--- config.mk ---
export PLATFORM = sky130hd
export DESIGN_NAME = byte_ring_fifo_unit
export DESIGN_NICKNAME = d
export VERILOG_FILES = /design/src/hdl/bfifo_pkg.sv /design/src/hdl/bfifo_ram.sv /design/src/hdl/bfifo_front.sv /design/src/hdl/bfifo_back.sv /design/src/hdl/byte_ring_fifo_unit.sv
export SDC_FILE = /design/constraint.sdc
export NUM_CORES = 1
export LEC_CHECK = 0
export ABC_CLOCK_PERIOD_IN_PS = 4600
export BUFFER_PORTS_ARGS = -buffer_cell sky130_fd_sc_hd__buf_2
export CAP_MARGIN = 20
export CORE_MARGIN = 2
export CORE_UTILIZATION = 35
export DETAILED_ROUTE_END_ITERATION = 8
export GPL_ROUTABILITY_DRIVEN = 0
export GPL_TIMING_DRIVEN = 0
export PLACE_DENSITY = 0.5
export SETUP_SLACK_MARGIN = 0.4
export SLEW_MARGIN = 10
export SYNTH_ARGS = -nofsm -noshare
export SYNTH_HDL_FRONTEND = slang
export SYNTH_SLANG_ARGS = --single-unit
export TNS_END_PERCENT = 100
--- constraint.sdc ---
create_clock -name clock -period 4.6 [get_ports clock]
set_input_delay 0.23 -clock clock [delete_from_list [all_inputs] [get_ports clock]]
set_output_delay 0.23 -clock clock [all_outputs]
set_load 0.02 [all_outputs]
--- src/hdl/bfifo_pkg.sv ---
package bfifo_pkg;

   localparam int DEPTH = 64;
   localparam int PTR_W = $clog2(DEPTH);
   localparam int CNT_W = 7;
   localparam int QUEUE_DEPTH = 2;
   localparam int QIDX_W = $clog2(QUEUE_DEPTH);
   localparam int QCNT_W = $clog2(QUEUE_DEPTH + 1);

   typedef enum logic [1:0] {
      K_PUSH  = 2'd0,
      K_POP   = 2'd1,
      K_ALL   = 2'd2,
      K_CLEAR = 2'd3
   } kind_type;

   typedef enum logic [2:0] {
      ST_IDLE = 3'b001,
      ST_READ = 3'b010,
      ST_WAIT = 3'b100
   } state_type;

   typedef struct packed {
      kind_type           kind;
      logic [7:0]         data_byte;
      logic [CNT_W-1:0]   pop_count;
   } cmd_type;

   typedef struct packed {
      logic               full;
      logic               empty;
      logic [CNT_W-1:0]   free_space;
      logic [CNT_W-1:0]   occupancy;
      logic               run_last;
      logic               push_accepted;
      logic               data_valid;
      logic [7:0]         data_out;
   } res_type;

   typedef struct packed {
      logic [CNT_W-1:0]   occupancy;
      logic [CNT_W-1:0]   size;
   } stat_type;

   function automatic res_type status_res(logic [CNT_W-1:0] occ, logic [CNT_W-1:0] size);
      res_type r;
      r               = '0;
      r.run_last      = 1'b1;
      r.occupancy     = occ;
      r.free_space    = size - occ;
      r.empty         = (occ == '0);
      r.full          = (occ == size);
      return r;
   endfunction

   function automatic logic [CNT_W-1:0] clamp_size(logic [CNT_W-1:0] v);
      logic [CNT_W-1:0] r;
      r = v;
      if (v == '0) begin
         r = CNT_W'(1);
      end else if (v > CNT_W'(DEPTH)) begin
         r = CNT_W'(DEPTH);
      end
      return r;
   endfunction

   function automatic logic [PTR_W-1:0] advance(logic [PTR_W-1:0] p, logic [CNT_W-1:0] size);
      logic [CNT_W-1:0] nxt;
      logic [PTR_W-1:0] r;
      nxt = CNT_W'(p) + CNT_W'(1);
      r   = (nxt >= size) ? '0 : nxt[PTR_W-1:0];
      return r;
   endfunction

endpackage

--- src/hdl/bfifo_ram.sv ---
module bfifo_ram #(
   parameter int WIDTH = 8,
   parameter int DEPTH = 64
) (
   input  logic                     clock,
   input  logic                     wr_en,
   input  logic [$clog2(DEPTH)-1:0] wr_addr,
   input  logic [WIDTH-1:0]         wr_data,
   input  logic                     rd_en,
   input  logic [$clog2(DEPTH)-1:0] rd_addr,
   output logic [WIDTH-1:0]         rd_data
);

   logic [WIDTH-1:0] mem_ff [DEPTH];
   logic [WIDTH-1:0] rd_data_ff;

   always_ff @(posedge clock) begin
      if (wr_en) begin
         mem_ff[wr_addr] <= wr_data;
      end
      if (rd_en) begin
         rd_data_ff <= mem_ff[rd_addr];
      end
   end

   assign rd_data = rd_data_ff;

endmodule

--- src/hdl/bfifo_front.sv ---
module bfifo_front (
   input  logic                 clock,
   input  logic                 reset,
   input  logic                 req_tvalid,
   output logic                 req_tready,
   input  logic [15:0]          req_tdata,
   input  logic [1:0]           req_tuser,
   output bfifo_pkg::cmd_type   hd_cmd,
   output logic                 hd_valid,
   input  logic                 hd_ready
);

   import bfifo_pkg::*;

   cmd_type           q_ff [QUEUE_DEPTH];
   logic [QIDX_W-1:0] wr_idx_ff, wr_idx_in;
   logic [QIDX_W-1:0] rd_idx_ff, rd_idx_in;
   logic [QCNT_W-1:0] count_ff, count_in;
   cmd_type           cmd;
   logic              push, pop;

   always_comb begin
      cmd.kind      = kind_type'(req_tuser);
      cmd.data_byte = req_tdata[7:0];
      cmd.pop_count = req_tdata[14:8];
   end

   assign req_tready = (count_ff != QCNT_W'(QUEUE_DEPTH));
   assign hd_valid   = (count_ff != '0);
   assign hd_cmd     = q_ff[rd_idx_ff];
   assign push       = req_tvalid && req_tready;
   assign pop        = hd_valid && hd_ready;

   always_comb begin
      wr_idx_in = wr_idx_ff;
      rd_idx_in = rd_idx_ff;
      count_in  = count_ff;
      if (push) begin
         wr_idx_in = (wr_idx_ff == QIDX_W'(QUEUE_DEPTH - 1)) ? '0 : wr_idx_ff + QIDX_W'(1);
      end
      if (pop) begin
         rd_idx_in = (rd_idx_ff == QIDX_W'(QUEUE_DEPTH - 1)) ? '0 : rd_idx_ff + QIDX_W'(1);
      end
      if (push && !pop) begin
         count_in = count_ff + QCNT_W'(1);
      end else if (pop && !push) begin
         count_in = count_ff - QCNT_W'(1);
      end
   end

   always_ff @(posedge clock) begin
      if (reset) begin
         wr_idx_ff <= '0;
         rd_idx_ff <= '0;
         count_ff  <= '0;
      end else begin
         wr_idx_ff <= wr_idx_in;
         rd_idx_ff <= rd_idx_in;
         count_ff  <= count_in;
      end
      if (push) begin
         q_ff[wr_idx_ff] <= cmd;
      end
   end

endmodule

--- src/hdl/bfifo_back.sv ---
module bfifo_back (
   input  logic                 clock,
   input  logic                 reset,
   input  bfifo_pkg::cmd_type   hd_cmd,
   input  logic                 hd_valid,
   output logic                 hd_ready,
   input  logic                 csr_wr_en,
   input  logic [6:0]           csr_wr_data,
   output logic                 rsp_valid,
   input  logic                 rsp_ready,
   output bfifo_pkg::res_type   rsp_res,
   output bfifo_pkg::stat_type  stat
);

   import bfifo_pkg::*;

   state_type        state_ff, state_in;
   logic [PTR_W-1:0] wp_ff, wp_in;
   logic [PTR_W-1:0] rp_ff, rp_in;
   logic [CNT_W-1:0] occ_ff, occ_in;
   logic [CNT_W-1:0] size_ff, size_in;
   logic [CNT_W-1:0] left_ff, left_in;
   logic             out_valid_ff, out_valid_in;
   res_type          out_ff, out_in;
   logic             out_free;
   logic             ram_wr, ram_rd;
   logic [7:0]       ram_q;
   logic [CNT_W-1:0] run_len;
   res_type          res;

   assign out_free = !out_valid_ff || rsp_ready;
   assign hd_ready = (state_ff == ST_IDLE) && out_free;
   assign run_len  = ((hd_cmd.kind == K_ALL) || (hd_cmd.pop_count > occ_ff)) ?
                     occ_ff : hd_cmd.pop_count;

   bfifo_ram #(.WIDTH(8), .DEPTH(DEPTH)) u_ram (
      .clock   (clock),
      .wr_en   (ram_wr),
      .wr_addr (wp_ff),
      .wr_data (hd_cmd.data_byte),
      .rd_en   (ram_rd),
      .rd_addr (rp_ff),
      .rd_data (ram_q)
   );

   always_comb begin
      state_in     = state_ff;
      wp_in        = wp_ff;
      rp_in        = rp_ff;
      occ_in       = occ_ff;
      size_in      = size_ff;
      left_in      = left_ff;
      out_valid_in = out_valid_ff && !rsp_ready;
      out_in       = out_ff;
      ram_wr       = 1'b0;
      ram_rd       = 1'b0;
      res          = '0;
      unique case (state_ff)
         ST_IDLE: begin
            if (hd_valid && out_free) begin
               unique case (hd_cmd.kind) inside
                  K_PUSH: begin
                     if (occ_ff == size_ff) begin
                        res = status_res(occ_ff, size_ff);
                     end else begin
                        ram_wr            = 1'b1;
                        wp_in             = advance(wp_ff, size_ff);
                        occ_in            = occ_ff + CNT_W'(1);
                        res               = status_res(occ_in, size_ff);
                        res.push_accepted = 1'b1;
                     end
                     out_valid_in = 1'b1;
                     out_in       = res;
                  end
                  K_POP, K_ALL: begin
                     if (run_len == '0) begin
                        out_valid_in = 1'b1;
                        out_in       = status_res(occ_ff, size_ff);
                     end else begin
                        left_in  = run_len;
                        state_in = ST_READ;
                     end
                  end
                  default: begin
                     wp_in        = '0;
                     rp_in        = '0;
                     occ_in       = '0;
                     out_valid_in = 1'b1;
                     out_in       = status_res('0, size_ff);
                  end
               endcase
            end
         end
         ST_READ: begin
            ram_rd   = 1'b1;
            rp_in    = advance(rp_ff, size_ff);
            occ_in   = occ_ff - CNT_W'(1);
            state_in = ST_WAIT;
         end
         ST_WAIT: begin
            if (out_free) begin
               res            = status_res(occ_ff, size_ff);
               res.data_out   = ram_q;
               res.data_valid = 1'b1;
               res.run_last   = (left_ff == CNT_W'(1));
               out_valid_in   = 1'b1;
               out_in         = res;
               left_in        = left_ff - CNT_W'(1);
               state_in       = (left_ff == CNT_W'(1)) ? ST_IDLE : ST_READ;
            end
         end
         default: begin
            state_in = ST_IDLE;
         end
      endcase
      if (csr_wr_en) begin
         size_in = clamp_size(csr_wr_data);
         wp_in   = '0;
         rp_in   = '0;
         occ_in  = '0;
      end
   end

   always_ff @(posedge clock) begin
      if (reset) begin
         state_ff     <= ST_IDLE;
         wp_ff        <= '0;
         rp_ff        <= '0;
         occ_ff       <= '0;
         size_ff      <= CNT_W'(DEPTH);
         left_ff      <= '0;
         out_valid_ff <= 1'b0;
      end else begin
         state_ff     <= state_in;
         wp_ff        <= wp_in;
         rp_ff        <= rp_in;
         occ_ff       <= occ_in;
         size_ff      <= size_in;
         left_ff      <= left_in;
         out_valid_ff <= out_valid_in;
      end
      out_ff <= out_in;
   end

   assign rsp_valid      = out_valid_ff;
   assign rsp_res        = out_ff;
   assign stat.occupancy = occ_ff;
   assign stat.size      = size_ff;

endmodule

--- src/hdl/byte_ring_fifo_unit.sv ---
// Channel   Direction  Handshake              Contents
// req       in         req_tvalid/req_tready  tdata: byte, pop count; tuser: request kind
// rsp       out        rsp_tvalid/rsp_tready  tdata: byte, occupancy, free, flags; tlast
// csr       in         csr_wr_en              size in use, taken at once
// A push, a clear or a status request shows its result the cycle after it leaves the queue.
// Each popped byte passes through a registered ring store read, then the output register.
// A two-item request queue lets the input run ahead while a burst is being read out.
// Reset empties the ring; the store itself is not cleared.
// A stalled result holds in the output register and the back end waits behind it.
module byte_ring_fifo_unit (
   input  logic        clock,
   input  logic        reset,
   input  logic        req_tvalid,
   output logic        req_tready,
   input  logic [15:0] req_tdata,   // data_byte[7:0], pop_count[14:8], zero
   input  logic [1:0]  req_tuser,   // req_type[1:0]
   output logic        rsp_tvalid,
   input  logic        rsp_tready,
   output logic [23:0] rsp_tdata,   // data_out, occupancy, free_space, empty_flag, full_flag
   output logic [1:0]  rsp_tuser,   // data_valid, push_accepted
   output logic        rsp_tlast,
   input  logic        csr_wr_en,
   input  logic [6:0]  csr_wr_data
);

   import bfifo_pkg::*;

   cmd_type  hd_cmd;
   logic     hd_valid, hd_ready;
   res_type  res;
   stat_type stat;

   bfifo_front u_front (
      .clock      (clock),
      .reset      (reset),
      .req_tvalid (req_tvalid),
      .req_tready (req_tready),
      .req_tdata  (req_tdata),
      .req_tuser  (req_tuser),
      .hd_cmd     (hd_cmd),
      .hd_valid   (hd_valid),
      .hd_ready   (hd_ready)
   );

   bfifo_back u_back (
      .clock       (clock),
      .reset       (reset),
      .hd_cmd      (hd_cmd),
      .hd_valid    (hd_valid),
      .hd_ready    (hd_ready),
      .csr_wr_en   (csr_wr_en),
      .csr_wr_data (csr_wr_data),
      .rsp_valid   (rsp_tvalid),
      .rsp_ready   (rsp_tready),
      .rsp_res     (res),
      .stat        (stat)
   );

   assign rsp_tdata = {res.full, res.empty, res.free_space, res.occupancy, res.data_out};
   assign rsp_tuser = {res.push_accepted, res.data_valid};
   assign rsp_tlast = res.run_last;

   a_occ_bound: assert property (@(posedge clock) disable iff (reset)
      stat.occupancy <= stat.size)
      else $error("occupancy exceeds size in use");

   a_csr_empties: assert property (@(posedge clock) disable iff (reset)
      csr_wr_en |=> stat.occupancy == '0)
      else $error("size write did not empty the ring");

   a_pop_not_push: assert property (@(posedge clock) disable iff (reset)
      rsp_tvalid && res.data_valid |-> !res.push_accepted)
      else $error("popped byte marked as accepted push");

   a_flags: assert property (@(posedge clock) disable iff (reset)
      rsp_tvalid |-> (res.empty == (res.occupancy == '0)) && !(res.empty && res.full))
      else $error("inconsistent status flags");

endmodule
==> impl_metrics.json, run 1 <==
{
  "path_class": "flop to flop",
  "grt_overflow_total": 0,
  "synth-compound-area-share_pct": 4.597,
  "setup_tns_ns": 0,
  "cts_tree": "yes",
  "outcome": "finished, final reports clean",
  "antenna_found_initial": 0,
  "ant_nets": 0,
  "path_max_fanout": 10,
  "via_count": 14070,
  "report.power.total_w": 0.01444,
  "maxSlewHeadroom_pct": 34.34,
  "grt_start_max_net_pins": 65,
  "power_frac_comb_pct": 13.8,
  "netlist_instances": 1460,
  "worst_slack_ns": 0.4698,
  "postLayoutCoreUtil_pct": 41.33,
  "hold_class": "primary input to flop",
  "netlist_area_sq_mm": 0.02608,
  "dpl_worst_slack_ns": -0.2072,
  "synthXorXnorAreaFrac_pct": 0.6718,
  "rr_endpoint": "u_back.u_ram.mem_ff[21][2]",
  "clkTransAtPathRegs_ns": 0.06,
  "yosysWarnings": 0,
  "seq_total_area_yosys_pct": 70.13,
  "synth.mux.area_fraction_pct": 14.80,
  "power.density_mw_per_mm2": 471.6,
  "num_rows": 100,
  "internal_power_w": 0.01073,
  "async_reset_ff_share_pct": 0,
  "power.ir.vdd_worst_uv": 247.8,
  "grt_util_all_layers_pct": 17.21,
  "synth.area.top_cells": "sky130_fd_sc_hd__edfxtp_1, sky130_fd_sc_hd__mux4_2, sky130_fd_sc_hd__dfxtp_1, sky130_fd_sc_hd__ha_1, sky130_fd_sc_hd__nor2_1",
  "synth_top_cell_area_share_pct": 66.91,
  "die_y_microns": 276.9,
  "p_seq_share_pct": 47.7,
  "floorplan.die_area_sq_mm": 0.07670,
  "port_buffers": 57,
  "least_margin_pin_slew_ns": 0.9849,
  "reg2regPathDepth": 9,
  "drt_wl_total_mm": 65.30,
  "hold-path-endpoint": "u_back.size_ff[3]",
  "dominantRegCellSynth": "sky130_fd_sc_hd__edfxtp_1",
  "post-route-drc-count": 0,
  "maxCapViolations": 0,
  "detailedRoute.firstPassIterationCount": 5,
  "worst_path_dominant_cell_family": "simple AND/OR/NAND/NOR gates",
  "timing_max_transition_violations_final": 0,
  "timing.critical_path.cells": "buf_2 -> buf_2 -> mux2i_1 -> ha_1 -> clkbuf_1 -> o31a_1 -> and3_1 -> nand2_1 -> nor2_1",
  "switching_share_pct": 25.64,
  "yosys_register_bits": 623,
  "synth_top_family_by_area": "multiplexers",
  "slowest_delay_ns": 0.82,
  "adder_and_majority_gate_portion_of_the_synthesized_area_pct": 2.265,
  "fin_nets": 1696,
  "clock_insertion_delay_worst_skew_ns": 0.62,
  "synth.net_count": 1536,
  "worstPathArrival_ns": 4.36,
  "rsz_0062_raised_after_global_routing": "true",
  "cts_max_path_buffers": 3,
  "ios": 59,
  "ctsHtreeMaxLevel": 3,
  "cp.required_ns": 4.83,
  "critPathSlowestCell": "sky130_fd_sc_hd__nor2_1",
  "numClockSinks": 623,
  "clock-root-buffer": "sky130_fd_sc_hd__clkbuf_16",
  "design.core.area_sq_mm": 0.07407,
  "avgSynthCellArea_sq_um": 17.86,
  "diodes": 0,
  "worst_hold_path.num_cells": 4,
  "critical_path.endpoint_type": "flop",
  "crit_path_buf_inv_count": 3,
  "final.period_utilization_pct": 89.79,
  "start_util_pct": 35.20,
  "avgRoutedWirePerCell_microns": 24.70,
  "finClkSkew_ns": 0.04260,
  "maxClockFrequency_mhz": 242.1,
  "cts_buffers": 69,
  "synth-simple-area-share_pct": 5.672,
  "grt_first_pass_wirelength_mm": 97.17,
  "crit_top_cell": "sky130_fd_sc_hd__buf_2",
  "leak_nw": 9.633,
  "synthDistinctLibCells": 74,
  "edff_count_synth": 581,
  "hold_viol_final": 0,
  "setup.reg_to_reg.worst_slack_ns": 0.47,
  "detail_route.vias_per_cell": 5.320,
  "cts_setup_buffers": 0,
  "area_growth_syn_to_layout_pct": 17.39,
  "total_switching_power_w": 0.003701,
  "post-synth-top-area-cell": "sky130_fd_sc_hd__edfxtp_1",
  "drt-initial-drc-count": 1198,
  "share_clk_of_total_power_pct": 38.4,
  "setup_viol": 0,
  "timing.hold.worst.start": "csr_wr_data[3]",
  "critical_path.startpoint_type": "flop",
  "post_route_cells_drive_above_1_share_pct": 25.79,
  "min_period_ns": 4.130,
  "die_width_microns": 276.9,
  "first_global_vias": 14350,
  "dp.final_hpwl_mm": 44.85
}
[logic make-up after synthesis]
logic type | after synthesis
xor gates and xnor gates | 20
buffers and inverters | 111
AOI/OAI and AO/OA | 167
and+or+nand+nor | 309
muxes | 184
DFF | 623
adders and majority gates | 46
[worst reg2reg max path, stage by stage, from the launching register on]
cell	delay, ns
sky130_fd_sc_hd__dfxtp_1	0.31
sky130_fd_sc_hd__buf_2	0.24
sky130_fd_sc_hd__buf_2	0.34
sky130_fd_sc_hd__mux2i_1	0.33
sky130_fd_sc_hd__ha_1	0.19
sky130_fd_sc_hd__clkbuf_1	0.33
sky130_fd_sc_hd__o31a_1	0.38
sky130_fd_sc_hd__and3_1	0.33
sky130_fd_sc_hd__nand2_1	0.48
sky130_fd_sc_hd__nor2_1	0.82
[what timing repair did]
item	CTS	global route
hold buffers	23	0
setup endpoints to repair	539	408
pin swaps	0	0
gates resized for setup	73	25
endpoints found under the hold margin	40	0
[per-layer routing]
metal  part of all wire [%]  vias to the layer above  wire length [microns]  track usage, %
met2                     49                      335                  32290           28.78
met5                      0                        -                      0               0
li1                       -                     6233                      -               -
met4                    2.2                        0                   1451           5.435
met3                    4.5                       69                   2920           2.776
met1                     44                     7428                  28640           23.07
[Yosys cell counts (3+ instances only)]
library cell,number
sky130_fd_sc_hd__nand2b_1,5
sky130_fd_sc_hd__o21a_1,7
sky130_fd_sc_hd__and3_1,19
sky130_fd_sc_hd__xor2_1,7
sky130_fd_sc_hd__or3_1,6
sky130_fd_sc_hd__nand3_1,21
sky130_fd_sc_hd__buf_4,3
sky130_fd_sc_hd__nor4_1,5
sky130_fd_sc_hd__or2_2,5
sky130_fd_sc_hd__a22oi_1,21
sky130_fd_sc_hd__mux2_2,12
sky130_fd_sc_hd__nor2b_1,9
sky130_fd_sc_hd__a31oi_1,5
sky130_fd_sc_hd__o211ai_1,9
sky130_fd_sc_hd__nor4b_1,3
sky130_fd_sc_hd__xnor2_1,13
sky130_fd_sc_hd__o221ai_1,3
sky130_fd_sc_hd__nor2_1,112
sky130_fd_sc_hd__nand4_1,4
sky130_fd_sc_hd__dfxtp_1,42
sky130_fd_sc_hd__ha_1,44
sky130_fd_sc_hd__buf_1,17
sky130_fd_sc_hd__a21o_1,8
sky130_fd_sc_hd__buf_6,6
sky130_fd_sc_hd__buf_2,10
sky130_fd_sc_hd__edfxtp_1,581
sky130_fd_sc_hd__clkbuf_1,37
sky130_fd_sc_hd__inv_1,35
sky130_fd_sc_hd__nor3b_1,3
sky130_fd_sc_hd__mux4_2,160
sky130_fd_sc_hd__o32ai_1,3
sky130_fd_sc_hd__nor3_1,20
sky130_fd_sc_hd__a211oi_1,11
sky130_fd_sc_hd__o22ai_1,19
sky130_fd_sc_hd__nand2_1,74
sky130_fd_sc_hd__o21ai_0,23
sky130_fd_sc_hd__a21oi_1,29
sky130_fd_sc_hd__o32ai_2,5
sky130_fd_sc_hd__and2_1,7
sky130_fd_sc_hd__mux2i_1,12
sky130_fd_sc_hd__nand3b_1,4
[placed cells by master, fill, tap and decap left out, types with 6 or more instances in the layout]
cell type                       Yosys  layout
sky130_fd_sc_hd__buf_1             17      16
sky130_fd_sc_hd__o211ai_1           9       9
sky130_fd_sc_hd__nor2_4             0      38
sky130_fd_sc_hd__o21ai_0           23      23
sky130_fd_sc_hd__nor2_1           112      61
sky130_fd_sc_hd__buf_12             0       6
sky130_fd_sc_hd__edfxtp_1         581     581
sky130_fd_sc_hd__or3_1              6       6
sky130_fd_sc_hd__clkbuf_16          0      74
sky130_fd_sc_hd__bufinv_16          0       7
sky130_fd_sc_hd__inv_1             35      35
sky130_fd_sc_hd__clkbuf_1          37      48
sky130_fd_sc_hd__clkinv_2           0      11
sky130_fd_sc_hd__nor3_1            20      20
sky130_fd_sc_hd__nand2_1           74      71
sky130_fd_sc_hd__a211oi_1          11      11
sky130_fd_sc_hd__and3_1            19      19
sky130_fd_sc_hd__dfxtp_1           42      42
sky130_fd_sc_hd__a21oi_1           29      29
sky130_fd_sc_hd__a22oi_1           21      21
sky130_fd_sc_hd__o21a_1             7       7
sky130_fd_sc_hd__mux4_2           160     160
sky130_fd_sc_hd__nor2_2             0      13
sky130_fd_sc_hd__nand3_1           21      19
sky130_fd_sc_hd__and2_1             7       7
sky130_fd_sc_hd__dlygate4sd3_1      0      23
sky130_fd_sc_hd__o22ai_1           19      19
sky130_fd_sc_hd__buf_2             10      68
sky130_fd_sc_hd__a21o_1             8       8
sky130_fd_sc_hd__buf_6              6       6
sky130_fd_sc_hd__mux2_2            12      10
sky130_fd_sc_hd__mux2i_1           12      12
sky130_fd_sc_hd__xor2_1             7       7
sky130_fd_sc_hd__ha_1              44      44
sky130_fd_sc_hd__xnor2_1           13      13
sky130_fd_sc_hd__clkinv_1           2      21
sky130_fd_sc_hd__nor2b_1            9       9
[worst max path at each step]
stage                                      end  slack, ns  depth (start not counted)
floorplan                    u_back.rsp_res[0]       1.05                         11
global placement    u_back.u_ram.mem_ff[38][2]      -0.15                          9
global route        u_back.u_ram.mem_ff[53][3]       0.20                          9
CTS                 u_back.u_ram.mem_ff[28][3]       0.37                         10
finish              u_back.u_ram.mem_ff[21][2]       0.47                          9
detailed placement  u_back.u_ram.mem_ff[46][1]      -0.21                          9
[power by group through the flow]
| stage | registers [W] | logic, W | clock network, W |
|---|---|---|---|
| 2_1_floorplan | 0.00716 | 0.00102 | 0 |
| 3_3_place_gp | 0.00704 | 0.00182 | 0 |
| 3_5_place_dp | 0.00703 | 0.00195 | 0 |
| 4_1_cts | 0.00691 | 0.00198 | 0.00567 |
| 5_1_grt | 0.00691 | 0.00217 | 0.00589 |
| 6_report | 0.00689 | 0.00199 | 0.00555 |
[sequential cells by signal (all words and copies together), names as in the netlist, named ones only]
name and flops:
u_back.rsp_valid 1, u_back.state_ff 3, u_back.occ_ff 7, u_front.wr_idx_ff 1, u_back.left_ff 7, u_back.size_ff 7, u_back.wp_ff 6, u_back.u_ram.mem_ff 512
u_back.rsp_res 27, u_back.u_ram.rd_data 8, u_back.rp_ff 6, u_front.q_ff 34, u_front.rd_idx_ff 1, u_front.count_ff 2
[stage by stage]
| step | hold slack (ns) | area (sq um) | cells |
|---|---|---|---|
| after floorplan | 0.3289 | 26080 | 1460 |
| after global placement | 0.4206 | 27570 | 2486 |
| after detailed placement | 0.4275 | 27700 | 2492 |
| after CTS | 0.01979 | 30470 | 2641 |
| after global routing | 0.07554 | 30610 | 2644 |
| final | 0.05900 | 30610 | 2644 |
[area by class of cell]
| class | count | area [sq um] |
|---|---|---|
| fillers | 6644 | 43460 |
| plain buffers | 73 | 345.3 |
| inverters | 38 | 142.6 |
| clock inverters | 39 | 372.9 |
| well taps | 969 | 1212 |
| flip-flops and latches | 623 | 18290 |
| repair buffers | 89 | 680.7 |
| multi-input cells | 726 | 7659 |
| clock buffers | 87 | 1911 |
Power figures use the tool's default switching activity.
==> run 2: changes to the inputs <==
--- a/config.mk
+++ b/config.mk
@@ -10,6 +10,7 @@
 export CAP_MARGIN = 20
 export CORE_MARGIN = 2
 export CORE_UTILIZATION = 35
+export CTS_BUF_LIST = sky130_fd_sc_hd__clkbuf_4
 export DETAILED_ROUTE_END_ITERATION = 8
 export GPL_ROUTABILITY_DRIVEN = 0
 export GPL_TIMING_DRIVEN = 0
==> impl_metrics.json, run 2 (synthesis gave the netlist of run 1 again) <==
{
  "outcome": "finished, final reports clean",
  "hold-path-endpoint": "u_front.q_ff[0][11]",
  "post_route_cells_drive_above_1_share_pct": 31.95,
  "numClockSinks": 623,
  "detail_route.vias_per_cell": 5.201,
  "min_period_ns": 4.200,
  "design.core.area_sq_mm": 0.07407,
  "ant_nets": 0,
  "maxClockFrequency_mhz": 238.1,
  "largest-register": "u_back.u_ram.mem_ff",
  "total_switching_power_w": 0.003842,
  "drt-initial-drc-count": 1017,
  "critical_path.endpoint_type": "flop",
  "grt_use_met3_pct": 4.050,
  "path_class": "flop to flop",
  "fillCellCount": 6773,
  "antenna_found_initial": 1,
  "grt_busiest_layer": "met2",
  "post-route-drc-count": 0,
  "grt_util_all_layers_pct": 17.74,
  "drt_wl_total_mm": 66.94,
  "layout.cells.non_filler": 2854,
  "cp.required_ns": 5.18,
  "share_clk_of_total_power_pct": 35.4,
  "reg2regPathDepth": 9,
  "grt_first_pass_wirelength_mm": 99.70,
  "p_seq_share_pct": 49.8,
  "postLayoutCoreUtil_pct": 41.71,
  "grt_start_max_net_pins": 65,
  "num_rows": 100,
  "setup_viol": 0,
  "internal_power_w": 0.009982,
  "clock-root-buffer": "sky130_fd_sc_hd__clkbuf_4",
  "final.period_utilization_pct": 91.31,
  "number_of_flip_flops_in_the_largest_register": 512,
  "die_y_microns": 276.9,
  "detailedRoute.firstPassIterationCount": 5,
  "leak_nw": 9.928,
  "sequential_cell_area_sq_mm": 0.01829,
  "cts_setup_buffers": 0,
  "fin_nets": 1833,
  "ctsHtreeMaxLevel": 4,
  "maxSlewHeadroom_pct": 32.14,
  "power_frac_comb_pct": 14.7,
  "dp.final_hpwl_mm": 44.85,
  "finClkSkew_ns": 0.07729,
  "worst_hold_path.num_cells": 4,
  "hold_class": "primary input to flop",
  "path_max_fanout": 10,
  "clock_insertion_delay_worst_skew_ns": 0.99,
  "cts_buffers": 166,
  "area_occupied_by_multi_input_gates_sq_mm": 0.007694,
  "power.ir.vdd_worst_uv": 208.4,
  "via_count": 14840,
  "switching_share_pct": 27.79,
  "setup.reg_to_reg.worst_slack_ns": 0.40,
  "rsz_0062_raised_after_global_routing": "true",
  "first_global_vias": 15410,
  "worstPathArrival_ns": 4.78,
  "timing.hold.worst.start": "req_tvalid",
  "power.density_mw_per_mm2": 447.4,
  "avgRoutedWirePerCell_microns": 23.46,
  "critical_path.startpoint_type": "flop",
  "most_common_library_cell_in_the_layout_ignoring_fill_and_taps": "sky130_fd_sc_hd__edfxtp_1",
  "timing_max_transition_violations_final": 0,
  "mostFrequentLayoutCells": "sky130_fd_sc_hd__edfxtp_1, sky130_fd_sc_hd__clkbuf_4, sky130_fd_sc_hd__mux4_2",
  "ios": 59,
  "port_buffers": 57,
  "dp_cells": 2492,
  "globalRouteMet2Util_pct": 29.45,
  "least_margin_pin_slew_ns": 1.018,
  "floorplan.die_area_sq_mm": 0.07670,
  "clkTransAtPathRegs_ns": 0.07,
  "gr-usage-met1_pct": 22.78,
  "grt_overflow_total": 0,
  "hold_viol_final": 0,
  "rr_endpoint": "u_back.u_ram.mem_ff[45][4]",
  "start_util_pct": 35.20,
  "maxCapViolations": 0,
  "cts_max_path_buffers": 3,
  "report.power.total_w": 0.01382,
  "area_growth_syn_to_layout_pct": 18.49,
  "die_width_microns": 276.9,
  "cts_tree": "yes"
}
## run 2: final cells by class
class	count	share of cell area (%)
clock buffers	230	5.589
diodes	1	0.008099
clock inverters	65	1.320
plain buffers	73	1.118
flip-flops and latches	623	59.19
well taps	969	3.924
repair buffers	129	3.487
inverters	38	0.4617
multi-input cells	726	24.90
## run 2: worst max-delay path: stages, from the launching register on
cell and delay (ns):
sky130_fd_sc_hd__dfxtp_1 0.30, sky130_fd_sc_hd__buf_2 0.24, sky130_fd_sc_hd__buf_2 0.34, sky130_fd_sc_hd__mux2i_1 0.34, sky130_fd_sc_hd__ha_1 0.19, sky130_fd_sc_hd__clkbuf_1 0.35, sky130_fd_sc_hd__o31a_1 0.38, sky130_fd_sc_hd__and3_1 0.33
sky130_fd_sc_hd__nand2_1 0.47, sky130_fd_sc_hd__nor2_1 0.86
## run 2: worst max-delay path by stage
stage,endpoint,startpoint,cells after the start
2_1_floorplan,u_back.rsp_res[0],flop,11
3_3_place_gp,u_back.u_ram.mem_ff[38][2],flop,9
3_5_place_dp,u_back.u_ram.mem_ff[46][1],flop,9
4_1_cts,u_back.u_ram.mem_ff[4][5],flop,9
5_1_grt,u_back.u_ram.mem_ff[5][4],flop,9
6_report,u_back.u_ram.mem_ff[45][4],flop,9
## run 2: repair_timing
action,CTS,global route
endpoints found under the setup margin,539,404
gates resized for setup,74,34
hold endpoints to repair,91,0
hold buffers,63,0
## run 2: power groups by stage
stage          sequential [W]  clock (W)  combinational, W
2_1_floorplan         0.00716          0           0.00102
3_3_place_gp          0.00704          0           0.00182
3_5_place_dp          0.00703          0           0.00195
4_1_cts               0.00690    0.00504           0.00201
5_1_grt               0.00691    0.00535           0.00221
6_report              0.00689    0.00490           0.00203
## run 2: layer usage
layer	vias to the layer above	part of all wire, %
met4	0	2.2
met3	95	4.9
met1	7705	43
met5	-	0
li1	6619	-
met2	424	50
## run 2: per-stage QoR
step | hold slack, ns | area [sq um] | TNS [ns] | setup slack, ns
2_1_floorplan | 0.3289 | 26080 | 0 | 1.047
4_1_cts | 0.2005 | 30720 | 0 | 0.3752
6_report | 0.3269 | 30900 | 0 | 0.3996
3_3_place_gp | 0.4206 | 27570 | -5.739 | -0.1458
5_1_grt | 0.2604 | 30900 | 0 | 0.1251
3_5_place_dp | 0.4275 | 27700 | -10.72 | -0.2072
==> run 3: changes to the inputs <==
--- a/config.mk
+++ b/config.mk
@@ -6,15 +6,15 @@
 export NUM_CORES = 1
 export LEC_CHECK = 0
 export ABC_CLOCK_PERIOD_IN_PS = 4600
-export BUFFER_PORTS_ARGS = -buffer_cell sky130_fd_sc_hd__buf_2
 export CAP_MARGIN = 20
 export CORE_MARGIN = 2
 export CORE_UTILIZATION = 35
 export CTS_BUF_LIST = sky130_fd_sc_hd__clkbuf_4
 export DETAILED_ROUTE_END_ITERATION = 8
+export DONT_BUFFER_PORTS = 1
 export GPL_ROUTABILITY_DRIVEN = 0
 export GPL_TIMING_DRIVEN = 0
-export PLACE_DENSITY = 0.5
+export PLACE_DENSITY = 0.49
 export SETUP_SLACK_MARGIN = 0.4
 export SLEW_MARGIN = 10
 export SYNTH_ARGS = -nofsm -noshare
==> impl_metrics.json, run 3 (synthesis gave the netlist of run 1 again) <==
{
  "critical_path.endpoint_type": "flop",
  "number_of_flip_flops_in_the_largest_register": 512,
  "rsz_0062_raised_after_global_routing": "true",
  "design.core.area_sq_mm": 0.07407,
  "finClkSkew_ns": 0.07944,
  "grt_use_met3_pct": 4.919,
  "power.ir.vdd_worst_uv": 225.1,
  "port_buffers": 0,
  "grt_overflow_total": 0,
  "die_y_microns": 276.9,
  "grt_start_max_net_pins": 65,
  "worstPathArrival_ns": 4.74,
  "die_width_microns": 276.9,
  "largest-register": "u_back.u_ram.mem_ff",
  "post_route_cells_drive_above_1_share_pct": 30.25,
  "avgRoutedWirePerCell_microns": 23.88,
  "first_global_vias": 15200,
  "via_count": 14520,
  "clock_insertion_delay_worst_skew_ns": 1.00,
  "worst_path_dominant_cell_family": "simple AND/OR/NAND/NOR gates",
  "ctsHtreeMaxLevel": 4,
  "least_margin_pin_slew_ns": 1.079,
  "grt_first_pass_wirelength_mm": 99.01,
  "power.density_mw_per_mm2": 444.6,
  "grt_util_all_layers_pct": 17.66,
  "dp.final_hpwl_mm": 44.87,
  "cts_max_path_buffers": 3,
  "hold_viol_final": 0,
  "setup_viol": 0,
  "path_max_fanout": 10,
  "numClockSinks": 623,
  "drt-initial-drc-count": 1092,
  "path_class": "flop to flop",
  "cts_tree": "yes",
  "maxSlewHeadroom_pct": 28.06,
  "detail_route.vias_per_cell": 5.229,
  "crit_path_buf_inv_count": 3,
  "slowest_delay_ns": 0.68,
  "min_period_ns": 4.164,
  "critical_path.startpoint_type": "flop",
  "ant_nets": 0,
  "timing.critical_path.cells": "buf_2 -> buf_2 -> mux2i_1 -> ha_1 -> clkbuf_1 -> o31a_1 -> and3_1 -> nand2_1 -> nor2_2",
  "num_rows": 100,
  "drt_wl_total_mm": 66.30,
  "crit_top_cell": "sky130_fd_sc_hd__buf_2",
  "hold_class": "primary input to flop",
  "fin_nets": 1772,
  "postLayoutCoreUtil_pct": 41.19,
  "fillCellCount": 6787,
  "leak_nw": 9.677,
  "timing_max_transition_violations_final": 0,
  "ios": 59,
  "mostFrequentLayoutCells": "sky130_fd_sc_hd__edfxtp_1, sky130_fd_sc_hd__clkbuf_4, sky130_fd_sc_hd__mux4_2",
  "grt_busiest_layer": "met2",
  "globalRouteMet2Util_pct": 28.92,
  "maxCapViolations": 0,
  "area_growth_syn_to_layout_pct": 17.01,
  "floorplan.die_area_sq_mm": 0.07670,
  "start_util_pct": 35.20,
  "most_common_library_cell_in_the_layout_ignoring_fill_and_taps": "sky130_fd_sc_hd__edfxtp_1",
  "report.power.total_w": 0.01357,
  "maxClockFrequency_mhz": 240.1,
  "clock-root-buffer": "sky130_fd_sc_hd__clkbuf_4",
  "dp_cells": 2435,
  "sequential_cell_area_sq_mm": 0.01829,
  "outcome": "finished, final reports clean",
  "cts_buffers": 166,
  "gr-usage-met1_pct": 22.45,
  "critPathSlowestCell": "sky130_fd_sc_hd__nor2_2",
  "cts_setup_buffers": 0,
  "final.period_utilization_pct": 90.52,
  "detailedRoute.firstPassIterationCount": 7,
  "post-route-drc-count": 0,
  "clkTransAtPathRegs_ns": 0.06,
  "area_occupied_by_multi_input_gates_sq_mm": 0.007719,
  "layout.cells.non_filler": 2776,
  "antenna_found_initial": 2,
  "final_area_sq_mm": 0.03051,
  "place_area_sq_mm": 0.02741,
  "cp.required_ns": 5.18
}
==> run 3: cell types whose count changed in the layout (fill, tap and decap cells not counted), sizes merged, moves of 2 or more <==
cell,change
dlygate4sd3,-4
clkbuf,+10
bufinv,-2
clkinvlp,-2
buf,-57
clkinv,-25
==> run 3: path summary, 6_finish.rpt <==
| kind | startpoint | endpoint | slack (ns) | depth (start not counted) |
|---|---|---|---|---|
| setup / recovery | flop | u_back.u_ram.mem_ff[45][0] | 0.44 | 9 |
| hold / removal | req_tvalid | u_front.q_ff[0][12] | 0.21 | 3 |
| setup reg to reg | flop | u_back.u_ram.mem_ff[45][0] | 0.44 | 9 |
| hold reg to reg | u_back.left_ff[3] | u_back.left_ff[3] | 0.51 | 2 |
==> run 3: cell type report <==
type                            count  share of cell area, %
Buffer                             73                  1.136
Timing Repair Buffer               68                  2.477
Clock buffer                      240                  5.905
Sequential cell                   623                  59.94
Multi-Input combinational cell    726                  25.30
Clock inverter                     37                 0.7874
Tap cell                          969                  3.974
Antenna cell                        2                0.01640
Inverter                           38                 0.4675
==> run 3: power breakdown <==
group | leakage (nW) | switching, W | internal, W | total, W
combinational | 2.88 | 0.00124 | 0.000517 | 0.00175
clock | 1.21 | 0.00225 | 0.00250 | 0.00474
sequential | 5.59 | 0.000240 | 0.00683 | 0.00707
==> run 3: metal layers <==
layer	wire length, microns	share of wire, %
met5	0	0
met4	1640	2.5
met3	3922	5.9
met2	32710	49
met1	28030	42
==> run 3: through the flow <==
step | hold WS (ns) | setup slack, ns | TNS, ns
after floorplan | 0.3289 | 1.047 | 0
after global placement | 0.3290 | -0.2963 | -20.51
after detailed placement | 0.3290 | -0.3308 | -18.58
after CTS | 0.04437 | 0.3138 | 0
after global routing | 0.1270 | 0.1815 | 0
final | 0.2117 | 0.4359 | 0
==> run 3: timing repair <==
action / 4_1_cts / 5_1_grt
endpoints found under the setup margin: 539 / 489
resized for setup: 87 / 29
pin swaps: 0 / 0
endpoints found under the hold margin: 100 / 0
hold buffers: 59 / 0
==> run 3: worst register-to-register path, delay by kind of cell, from the launching register on <==
| kind | cells | cell delay (ns) |
|---|---|---|
| multiplexers | 1 | 0.35 |
| flip-flops | 1 | 0.30 |
| AND/OR/NAND/NOR | 3 | 1.62 |
| buffers and inverters | 3 | 0.89 |
| adder cells (fa/ha/maj) | 1 | 0.20 |
| AO/OA/AOI/OAI | 1 | 0.38 |
